$ cat src/design/key_debounce_long_press_top_macros.svh
// Assertion helpers shared by kdlp_fsm.sv and key_debounce_long_press_top.sv.
`ifndef KEY_DEBOUNCE_LONG_PRESS_TOP_MACROS_SVH
`define KEY_DEBOUNCE_LONG_PRESS_TOP_MACROS_SVH

// Checked outside reset only.
`define KDLP_ASSERT(label, prop, msg) \
  label: assert property (@(posedge clk) disable iff (rst) prop) else $error(msg);

// Checked during reset as well.
`define KDLP_ASSERT_RST(label, prop, msg) \
  label: assert property (@(posedge clk) prop) else $error(msg);

`endif

$ cat src/design/kdlp_pkg.sv
package kdlp_pkg;

  localparam int NUM_KEYS  = 4;
  localparam int KEY_W     = 4;
  localparam int KEY_IDX_W = 2;
  localparam int CNT_W     = 10;
  localparam int DEB_W     = 8;
  localparam int KIND_W    = 3;
  localparam int DATA_W    = 32;
  localparam int ADDR_W    = 5;
  localparam int REG_IDX_W = 3;

  localparam logic [CNT_W-1:0] COUNT_MAX = {CNT_W{1'b1}};

  localparam logic [REG_IDX_W-1:0] REG_DEBOUNCE = 3'd0;
  localparam logic [REG_IDX_W-1:0] REG_LONG     = 3'd1;
  localparam logic [REG_IDX_W-1:0] REG_REPEAT   = 3'd2;
  localparam logic [REG_IDX_W-1:0] REG_SHORT_MK = 3'd3;
  localparam logic [REG_IDX_W-1:0] REG_LONG_MK  = 3'd4;
  localparam logic [REG_IDX_W-1:0] REG_REL_MK   = 3'd5;

  typedef enum logic [1:0] {
    MODE_IDLE     = 2'd0,
    MODE_DEBOUNCE = 2'd1,
    MODE_PRESSED  = 2'd2,
    MODE_LONG     = 2'd3
  } mode_t;

  typedef enum logic [KIND_W-1:0] {
    EV_NONE         = 3'd0,
    EV_SHORT        = 3'd1,
    EV_LONG_START   = 3'd2,
    EV_LONG_HOLD    = 3'd3,
    EV_LONG_RELEASE = 3'd4
  } event_kind_t;

  typedef struct packed {
    logic [DEB_W-1:0]    debounce_ticks;
    logic [CNT_W-1:0]    long_ticks;
    logic [CNT_W-1:0]    repeat_ticks;
    logic [NUM_KEYS-1:0] short_key_mask;
    logic [NUM_KEYS-1:0] long_key_mask;
    logic [NUM_KEYS-1:0] release_key_mask;
  } cfg_t;

  typedef struct packed {
    event_kind_t          kind;
    logic [KEY_IDX_W-1:0] key;
  } event_t;

  typedef struct packed {
    logic                 found;
    logic [KEY_IDX_W-1:0] idx;
  } scan_t;

  // Lowest pressed key; bits at or above NUM_KEYS are ignored.
  function automatic scan_t scan_keys(input logic [KEY_W-1:0] levels);
    scan_t s;
    s.found = 1'b0;
    s.idx   = '0;
    for (int i = NUM_KEYS - 1; i >= 0; i--) begin
      if (!levels[i]) begin
        s.found = 1'b1;
        s.idx   = KEY_IDX_W'(i);
      end
    end
    return s;
  endfunction

endpackage

$ cat src/design/kdlp_if.sv
interface kdlp_key_if;
  import kdlp_pkg::*;
  logic             valid;
  logic             ready;
  logic [KEY_W-1:0] keys_low;

  modport source (output valid, output keys_low, input ready);
  modport sink (input valid, input keys_low, output ready);
endinterface

interface kdlp_event_if;
  import kdlp_pkg::*;
  logic                 valid;
  logic                 ready;
  logic [KIND_W-1:0]    event_kind;
  logic [KEY_IDX_W-1:0] event_key;

  modport source (output valid, output event_kind, output event_key, input ready);
  modport sink (input valid, input event_kind, input event_key, output ready);
endinterface

$ cat src/design/kdlp_regs.sv
module kdlp_regs (
  input  logic                         clk,
  input  logic                         rst,
  input  logic                         psel,
  input  logic                         penable,
  input  logic                         pwrite,
  input  logic [kdlp_pkg::ADDR_W-1:0]  paddr,
  input  logic [kdlp_pkg::DATA_W-1:0]  pwdata,
  output logic [kdlp_pkg::DATA_W-1:0]  prdata,
  output logic                         pready,
  output kdlp_pkg::cfg_t               cfg
);
  import kdlp_pkg::*;

  logic [REG_IDX_W-1:0] reg_idx;
  logic                 wr_en;

  assign pready  = 1'b1;
  assign reg_idx = paddr[ADDR_W-1:2];
  assign wr_en   = psel && penable && pwrite;

  always_ff @(posedge clk) begin
    if (rst) begin
      cfg.debounce_ticks   <= DEB_W'(2);
      cfg.long_ticks       <= CNT_W'(100);
      cfg.repeat_ticks     <= CNT_W'(50);
      cfg.short_key_mask   <= NUM_KEYS'(15);
      cfg.long_key_mask    <= NUM_KEYS'(6);
      cfg.release_key_mask <= NUM_KEYS'(0);
    end else if (wr_en) begin
      case (reg_idx)
        REG_DEBOUNCE: cfg.debounce_ticks   <= pwdata[DEB_W-1:0];
        REG_LONG:     cfg.long_ticks       <= pwdata[CNT_W-1:0];
        REG_REPEAT:   cfg.repeat_ticks     <= pwdata[CNT_W-1:0];
        REG_SHORT_MK: cfg.short_key_mask   <= pwdata[NUM_KEYS-1:0];
        REG_LONG_MK:  cfg.long_key_mask    <= pwdata[NUM_KEYS-1:0];
        REG_REL_MK:   cfg.release_key_mask <= pwdata[NUM_KEYS-1:0];
        default: ;
      endcase
    end
  end

  always_comb begin
    case (reg_idx)
      REG_DEBOUNCE: prdata = DATA_W'(cfg.debounce_ticks);
      REG_LONG:     prdata = DATA_W'(cfg.long_ticks);
      REG_REPEAT:   prdata = DATA_W'(cfg.repeat_ticks);
      REG_SHORT_MK: prdata = DATA_W'(cfg.short_key_mask);
      REG_LONG_MK:  prdata = DATA_W'(cfg.long_key_mask);
      REG_REL_MK:   prdata = DATA_W'(cfg.release_key_mask);
      default:      prdata = '0;
    endcase
  end

endmodule

$ cat src/design/kdlp_fsm.sv
`include "key_debounce_long_press_top_macros.svh"

module kdlp_fsm (
  input  logic                       clk,
  input  logic                       rst,
  input  logic                       step,
  input  logic [kdlp_pkg::KEY_W-1:0] keys_low,
  input  kdlp_pkg::cfg_t             cfg,
  output kdlp_pkg::event_t           ev
);
  import kdlp_pkg::*;

  mode_t                mode, mode_next;
  logic [KEY_IDX_W-1:0] held_key, held_key_next;
  logic [CNT_W-1:0]     tick_count, tick_count_next;

  scan_t            scan;
  logic             same;
  logic [CNT_W-1:0] cnt_inc;

  assign scan    = scan_keys(keys_low);
  assign same    = scan.found && (scan.idx == held_key);
  assign cnt_inc = (tick_count == COUNT_MAX) ? tick_count : tick_count + CNT_W'(1);

  always_ff @(posedge clk) begin
    if (rst) begin
      mode       <= MODE_IDLE;
      held_key   <= '0;
      tick_count <= '0;
    end else if (step) begin
      mode       <= mode_next;
      held_key   <= held_key_next;
      tick_count <= tick_count_next;
    end
  end

  // next state
  always_comb begin
    mode_next       = mode;
    held_key_next   = held_key;
    tick_count_next = tick_count;
    case (mode)
      MODE_IDLE: begin
        if (scan.found) begin
          held_key_next   = scan.idx;
          tick_count_next = '0;
          mode_next       = (cfg.debounce_ticks == '0) ? MODE_PRESSED : MODE_DEBOUNCE;
        end
      end
      MODE_DEBOUNCE: begin
        if (!same) begin
          mode_next = MODE_IDLE;
        end else if (cnt_inc >= CNT_W'(cfg.debounce_ticks)) begin
          tick_count_next = '0;
          mode_next       = MODE_PRESSED;
        end else begin
          tick_count_next = cnt_inc;
        end
      end
      MODE_PRESSED: begin
        if (!same) begin
          mode_next = MODE_IDLE;
        end else if (cnt_inc >= cfg.long_ticks) begin
          tick_count_next = '0;
          mode_next       = MODE_LONG;
        end else begin
          tick_count_next = cnt_inc;
        end
      end
      MODE_LONG: begin
        if (!same) begin
          mode_next = MODE_IDLE;
        end else if (cnt_inc >= cfg.repeat_ticks) begin
          tick_count_next = '0;
        end else begin
          tick_count_next = cnt_inc;
        end
      end
      default: mode_next = MODE_IDLE;
    endcase
  end

  // event output
  always_comb begin
    ev.kind = EV_NONE;
    case (mode)
      MODE_PRESSED: begin
        if (!same) begin
          if (cfg.short_key_mask[held_key]) ev.kind = EV_SHORT;
        end else if (cnt_inc >= cfg.long_ticks && cfg.long_key_mask[held_key]) begin
          ev.kind = EV_LONG_START;
        end
      end
      MODE_LONG: begin
        if (!same) begin
          if (cfg.release_key_mask[held_key]) ev.kind = EV_LONG_RELEASE;
        end else if (cnt_inc >= cfg.repeat_ticks && cfg.long_key_mask[held_key]) begin
          ev.kind = EV_LONG_HOLD;
        end
      end
      default: ev.kind = EV_NONE;
    endcase
    ev.key = (ev.kind == EV_NONE) ? '0 : held_key;
  end

  `KDLP_ASSERT(a_hold_when_idle, !step |=> $stable(mode) && $stable(tick_count) && $stable(held_key), "fsm state moved without a beat")
  `KDLP_ASSERT(a_idle_no_event, mode == MODE_IDLE |-> ev.kind == EV_NONE, "event raised from idle")
  `KDLP_ASSERT(a_long_needs_press, step && mode_next == MODE_LONG && mode != MODE_LONG |-> mode == MODE_PRESSED, "long mode entered without press")

endmodule

$ cat src/design/key_debounce_long_press_top.sv
// Key debounce with long press and hold repeat.
// key_in carries one scan tick per beat: keys_low, four active-low key levels.
// event_out returns exactly one beat per tick: event_kind (0 none, 1 short,
// 2 long start, 3 long hold, 4 long release) and event_key (0 when none).
// Timing thresholds and per-key event masks sit on the APB port at 4*index;
// write them only while no tick is in flight.
// Throughput: one tick per cycle while event_out does not stall. The tick is
// registered, the key state machine and its tick counter update in one pass,
// and the event is registered again: an accepted beat passes through the input
// register and then the result register before it reaches event_out.
// When event_out stalls, the result register holds and the input register
// fills; key_in.ready drops only once both are full, and resumes in the
// cycle the sink takes the waiting beat.
// Synchronous reset clears both stages, returns the state machine to idle
// and loads the register defaults.
`include "key_debounce_long_press_top_macros.svh"

module key_debounce_long_press_top (
  input  logic                        clk,
  input  logic                        rst,
  input  logic                        psel,
  input  logic                        penable,
  input  logic                        pwrite,
  input  logic [kdlp_pkg::ADDR_W-1:0] paddr,
  input  logic [kdlp_pkg::DATA_W-1:0] pwdata,
  output logic [kdlp_pkg::DATA_W-1:0] prdata,
  output logic                        pready,
  kdlp_key_if.sink                    key_in,
  kdlp_event_if.source                event_out
);
  import kdlp_pkg::*;

  cfg_t   cfg;
  event_t ev;

  logic             in_valid;
  logic [KEY_W-1:0] in_keys;
  logic             res_valid;
  event_t           res_ev;
  logic             res_ready;
  logic             advance;

  assign res_ready    = !res_valid || event_out.ready;
  assign advance      = in_valid && res_ready;
  assign key_in.ready = !in_valid || res_ready;

  always_ff @(posedge clk) begin
    if (rst) begin
      in_valid <= 1'b0;
    end else if (key_in.ready) begin
      in_valid <= key_in.valid;
    end
  end

  always_ff @(posedge clk) begin
    if (key_in.ready && key_in.valid) begin
      in_keys <= key_in.keys_low;
    end
  end

  always_ff @(posedge clk) begin
    if (rst) begin
      res_valid <= 1'b0;
    end else if (res_ready) begin
      res_valid <= in_valid;
    end
  end

  always_ff @(posedge clk) begin
    if (advance) begin
      res_ev <= ev;
    end
  end

  kdlp_regs u_regs (
    .clk     (clk),
    .rst     (rst),
    .psel    (psel),
    .penable (penable),
    .pwrite  (pwrite),
    .paddr   (paddr),
    .pwdata  (pwdata),
    .prdata  (prdata),
    .pready  (pready),
    .cfg     (cfg)
  );

  kdlp_fsm u_fsm (
    .clk      (clk),
    .rst      (rst),
    .step     (advance),
    .keys_low (in_keys),
    .cfg      (cfg),
    .ev       (ev)
  );

  assign event_out.valid      = res_valid;
  assign event_out.event_kind = res_ev.kind;
  assign event_out.event_key  = res_ev.key;

  `KDLP_ASSERT_RST(a_reset_empty, rst |=> !res_valid && !in_valid, "stages not empty after reset")
  `KDLP_ASSERT(a_stall_no_advance, res_valid && !event_out.ready |-> !advance, "tick processed while result stalled")
  `KDLP_ASSERT(a_accept_fills, key_in.valid && key_in.ready |=> in_valid, "accepted beat lost")

endmodule
$ cat src/flat_wrapper.sv
// flat-port wrapper written by rule: the top's interface ports become plain ports
module key_debounce_long_press_top_flat import kdlp_pkg::*;
  (clk, rst, psel, penable, pwrite, paddr, pwdata, prdata, pready, key_in_valid, key_in_keys_low, key_in_ready, event_out_valid, event_out_event_kind, event_out_event_key, event_out_ready);
  kdlp_key_if key_in_i ();
  kdlp_event_if event_out_i ();
  input  logic clk;
  input  logic rst;
  input  logic psel;
  input  logic penable;
  input  logic pwrite;
  input  logic [kdlp_pkg::ADDR_W-1:0] paddr;
  input  logic [kdlp_pkg::DATA_W-1:0] pwdata;
  output logic [kdlp_pkg::DATA_W-1:0] prdata;
  output logic pready;
  input wire logic [$bits(key_in_i.valid)-1:0] key_in_valid;
  input wire logic [$bits(key_in_i.keys_low)-1:0] key_in_keys_low;
  output wire logic [$bits(key_in_i.ready)-1:0] key_in_ready;
  output wire logic [$bits(event_out_i.valid)-1:0] event_out_valid;
  output wire logic [$bits(event_out_i.event_kind)-1:0] event_out_event_kind;
  output wire logic [$bits(event_out_i.event_key)-1:0] event_out_event_key;
  input wire logic [$bits(event_out_i.ready)-1:0] event_out_ready;
  assign key_in_i.valid = key_in_valid;
  assign key_in_i.keys_low = key_in_keys_low;
  assign key_in_ready = key_in_i.ready;
  assign event_out_valid = event_out_i.valid;
  assign event_out_event_kind = event_out_i.event_kind;
  assign event_out_event_key = event_out_i.event_key;
  assign event_out_i.ready = event_out_ready;
  key_debounce_long_press_top u_core (.clk(clk), .rst(rst), .psel(psel), .penable(penable), .pwrite(pwrite), .paddr(paddr), .pwdata(pwdata), .prdata(prdata), .pready(pready), .key_in(key_in_i), .event_out(event_out_i));
endmodule
$ cat config.mk
export PLATFORM = sky130hd
export DESIGN_NAME = key_debounce_long_press_top_flat
export DESIGN_NICKNAME = d
export VERILOG_FILES = /design/src/design/kdlp_pkg.sv /design/src/design/kdlp_if.sv /design/src/design/kdlp_regs.sv /design/src/design/kdlp_fsm.sv /design/src/design/key_debounce_long_press_top.sv /design/src/flat_wrapper.sv
export VERILOG_INCLUDE_DIRS = /design/src /design/src/design
export SDC_FILE = /design/constraint.sdc
export NUM_CORES = 1
export LEC_CHECK = 0
export ABC_AREA = 1
export BUFFER_PORTS_ARGS = -buffer_cell sky130_fd_sc_hd__buf_2
export CAP_MARGIN = 20
export CELL_PAD_IN_SITES_DETAIL_PLACEMENT = 1
export CELL_PAD_IN_SITES_GLOBAL_PLACEMENT = 1
export CORE_MARGIN = 4
export CORE_UTILIZATION = 40
export DETAILED_ROUTE_END_ITERATION = 10
export PLACE_DENSITY_LB_ADDON = 0.08
export REMOVE_ABC_BUFFERS = 1
export SLEW_MARGIN = 30
export SYNTH_ARGS = -nofsm -noshare
export SYNTH_HDL_FRONTEND = slang
export SYNTH_HIERARCHICAL = 1
export SYNTH_SLANG_ARGS = --single-unit
$ cat constraint.sdc
create_clock -name clk -period 2.8 [get_ports clk]
set_input_delay 0.28 -clock clk [delete_from_list [all_inputs] [get_ports clk]]
set_output_delay 0.28 -clock clk [all_outputs]
set_load 0.01 [all_outputs]
==> reports/qor.csv <==
stage;metric;value;unit
power_and_ir_drop;leak pwr;2.69;nW
finish;final net count;817;
finish;ant diodes;0;
place;placed instance count;869;
setup_path;crit path cell chain;ha_4 > inv_2 > nor2_4 > nand4_4 > inv_2 > or2_1 > o21ai_2 > inv_2 > ha_4 > inv_1 > nor2_1 > o211ai_1 > nand3_2 > nand3b_1 > nand3_1 > nor2_2 > nor2_1;
power_and_ir_drop;clock power share;48.9;%
synthesis;Syn Area/Cell;6.88;µm²
synthesis;share of the yosys chip area belonging to registers;29.4;%
grt;Most Crowded Layer GR;met2;
power_and_ir_drop;Sw Pwr;0.000702;W
timing;FMAX;375;MHz
synthesis;Synthesis Warnings;6;
synthesis;flop and latch count out of synthesis;65;
finish;Syn-to-layout area delta;14.7;%
grt;vias in the first global route;4585;
setup_path;Crit path top cell by count;inv_2;
grt;aggregate global-route resource usage;21.1;%
power_and_ir_drop;Switching Share;27.3;%
setup_path;Buf/Inv on CP;4;
setup_path;Req. time, crit path;2.90;ns
place;GP Congestion;0.817;
place;IO Port Bufs;40;
synthesis;largest cells by area after synthesis;dfxtp_1, nand2_1, nor2_1, ha_1, inv_1;
grt;first-pass GRT wire length;22.3;mm
clock_tree;TritonCTS clock tree;yes;
min_path;worst hold start;key_in_keys_low[0];
floorplanning;die area;13600;µm²
route;Antenna Nets Post-Route;0;
finish;fin cells;888;
finish;layout cell share with drive strength beyond 1;21.3;%
power_and_ir_drop;worst IR drop on VDD;0.427;mV
synthesis;Yosys top cell area share;23.7;%
route;routed length per instance;15.5;µm
setup_path;Critical Path Slowest Stage Cell;dfxtp_2;
setup_path;worst-path maximum fanout;7;
floorplanning;number of I/O pins;88;
finish;post-layout util;47.2;%
timing;relative slew slack;64.3;%
grt;initial antenna violation count;0;
synthesis;Netlist cell types;42;
min_path;HP Class;in -> reg;
run;Max Cap Viol;0;
clock_tree;Worst-Skew Late Latency;0.35;ns
route;Iteration-0 DRC Markers;265;
clock_tree;CTS Sinks;65;
synthesis;Adder-Cell Fraction of Synth Area;7.66;%
grt;grt total ovfl;0;
synthesis;post-synthesis xor/xnor area fraction;0.555;%
clock_tree;clock tree buffer depth;2;
setup_path;Startpoint Class;register;
synthesis;post-synthesis mux area share;0;%
floorplanning;Starting Density;41.1;%
clock_tree;cts hold-fix bufs;0;
place;Placement Setup Slack;-0.0492;ns
setup_path;CP startpoint;u_core/u_fsm/tick_count[1];
synthesis;Post-synth ARST share;0;%
timing;number of setup violations in the final report;0;
setup_path;Crit path largest cell delay;0.37;ns
timing;Final WS setup;0.135;ns
synthesis;Compound-Gate Fraction of Synth Area;6.71;%
route;final wirelength;13.7;mm
synthesis;Post-synth EDFFs;9;
timing;Worst Tran Pin Value;0.534;ns
route;drt pass-1 iters;4;
power_and_ir_drop;PwrDens;473;nW/µm²
synthesis;Post-synth top flop;dfxtp_1;
route;Vias per Instance;5.04;
setup_path;WP data arrival;2.76;ns
synthesis;Syn Inst Count;689;
floorplanning;core area;11500;µm²
grt;met1 Track Usage GR;27.7;%
clock_tree;CTS Buf Count;9;
timing;Worst Clk Skew;0.00769;ns
synthesis;mapped cell area;4740;µm²
setup_path;crit end category;register;
clock_tree;cell chosen for the clock root;clkbuf_16;
synthesis;Synth Area in Simple Gates;41.5;%
grt;largest net degree at the start of global routing;41;
power_and_ir_drop;Comb pwr share;12.6;%
synthesis;largest family of logic cells by synthesized area;simple AND/OR/NAND/NOR gates;
synthesis;Synth area leader;dfxtp_1;
power_and_ir_drop;internal power;0.00187;W
timing;post-layout min period;2.67;ns
setup_path;cell family with most CP delay;simple AND/OR/NAND/NOR gates;
timing;Hold Vio Cnt, Final;0;
clock_tree;clock slew at reported path FFs;0.06;ns
power_and_ir_drop;Seq pwr share;38.5;%
setup_path;Crit Path Category;reg -> reg;
place;DP HPWL;10.4;mm
grt;M3 GR Usage;4.22;%
floorplanning;die height;117;µm
clock_tree;H-tree levels;3;
synthesis;count leader, synth;nand2_1;
route;drt drc;0;
route;vias;4478;
floorplanning;std cell rows;39;
synthesis;Commonest cells post-synth;nand2_1, nor2_1, inv_1, nand3_1, dfxtp_1;
setup_path;R2R Path Start;u_core/u_fsm/tick_count[1];
run_status;status;finished clean;
floorplanning;Die Wd;117;µm
timing;RSZ-0062 raised after global routing;true;
timing;Slew Limit Fails;0;
timing;Tcrit/Tclk final;95.2;%
grt;met2 Use GR;35.1;%
## routing by layer
metal	vias up	routed length, µm
met3	20	456
li1	2257	-
met5	-	0
met4	0	236
met2	70	6590
met1	2131	6450
## final timing paths
path | to | slack [ns] | cells after the start
worst max register to register | u_core/event_out.event_key[1] | 0.13 | 17
worst max-delay path | u_core/event_out.event_key[1] | 0.13 | 17
worst min-delay path | u_core/in_keys[0] | 0.11 | 1
worst min register to register | u_core/u_regs/cfg[16] | 0.48 | 2
## through the flow
step	area (µm²)	total power, W	setup TNS [ns]	hold WS (ns)
4_1_cts	5320	0.00259	0	0.0968
2_1_floorplan	4490	0.00121	0	0.342
3_5_place_dp	4990	0.00133	-0.0917	0.461
5_1_grt	5430	0.00268	-0.0709	0.101
3_3_place_gp	4990	0.00132	-0.00132	0.457
6_report	5430	0.00257	0	0.108
## cell families after synthesis
| family | after synthesis |
|---|---|
| AOI/OAI and AO/OA | 57 |
| xor gates and xnor gates | 3 |
| adders and majority gates | 29 |
| buffers and inverters | 128 |
| DFF | 65 |
| other | 2 |
| and+or+nand+nor | 405 |
## cell type report
class	count	area (µm²)
clock buffer	10	239
clock inverter	6	88.8
fill	1536	6080
inverter	88	338
multi-input combinational	517	2840
sequential	65	1400
tap	143	179
timing repair buffer	59	347
## power groups by stage
stage | clock, W | combinational, W | sequential, W
2_1_floorplan | 0 | 0.000207 | 0.00100
3_3_place_gp | 0 | 0.000309 | 0.00101
3_5_place_dp | 0 | 0.000321 | 0.00101
4_1_cts | 0.00128 | 0.000323 | 0.000988
5_1_grt | 0.00133 | 0.000366 | 0.000990
6_report | 0.00126 | 0.000323 | 0.000988
## placed cells by master (no fill, tap or decap), types with 5 or more instances in the layout
master / synthesis / final
dfxtp_2: 0 / 7
edfxtp_1: 9 / 9
clkbuf_16: 0 / 9
a21oi_1: 31 / 27
nand4_1: 14 / 14
nor2_2: 9 / 10
nor2_4: 13 / 13
inv_1: 82 / 77
nand3_2: 9 / 11
nor2_1: 99 / 98
ha_1: 29 / 26
conb_1: 2 / 23
o21ai_0: 13 / 9
nand2_1: 179 / 176
nand2_2: 8 / 11
dfxtp_1: 56 / 49
buf_4: 23 / 18
nand3_1: 60 / 58
a21oi_2: 2 / 6
inv_2: 3 / 8
buf_2: 4 / 40
nand3_4: 5 / 5
## worst reg2reg max path, delay by kind of cell (launching register included)
kind	cells	cell delay, ns
AOI/OAI and AO/OA	2	0.32
adders and majority gates	2	0.38
buffers and inverters	4	0.32
DFF	1	0.37
and+or+nand+nor	9	1.04
## what timing repair did
item	4_1_cts	5_1_grt
pin swaps	0	12
setup buffers	0	3
setup endpoints to repair	5	15
gates resized for setup	4	29
endpoints found under the hold margin	0	0
## sequential cells by signal (all words and copies together) (netlist names)
register,flops
u_core/u_fsm/held_key,2
u_core/u_fsm/tick_count,10
u_core/in_valid,1
u_core/event_out.valid,1
u_core/event_out.event_key,2
u_core/u_fsm/mode,2
u_core/u_regs/cfg,40
u_core/in_keys,4
u_core/event_out.event_kind,3
Note: power is estimated with default switching activity, not from simulation.
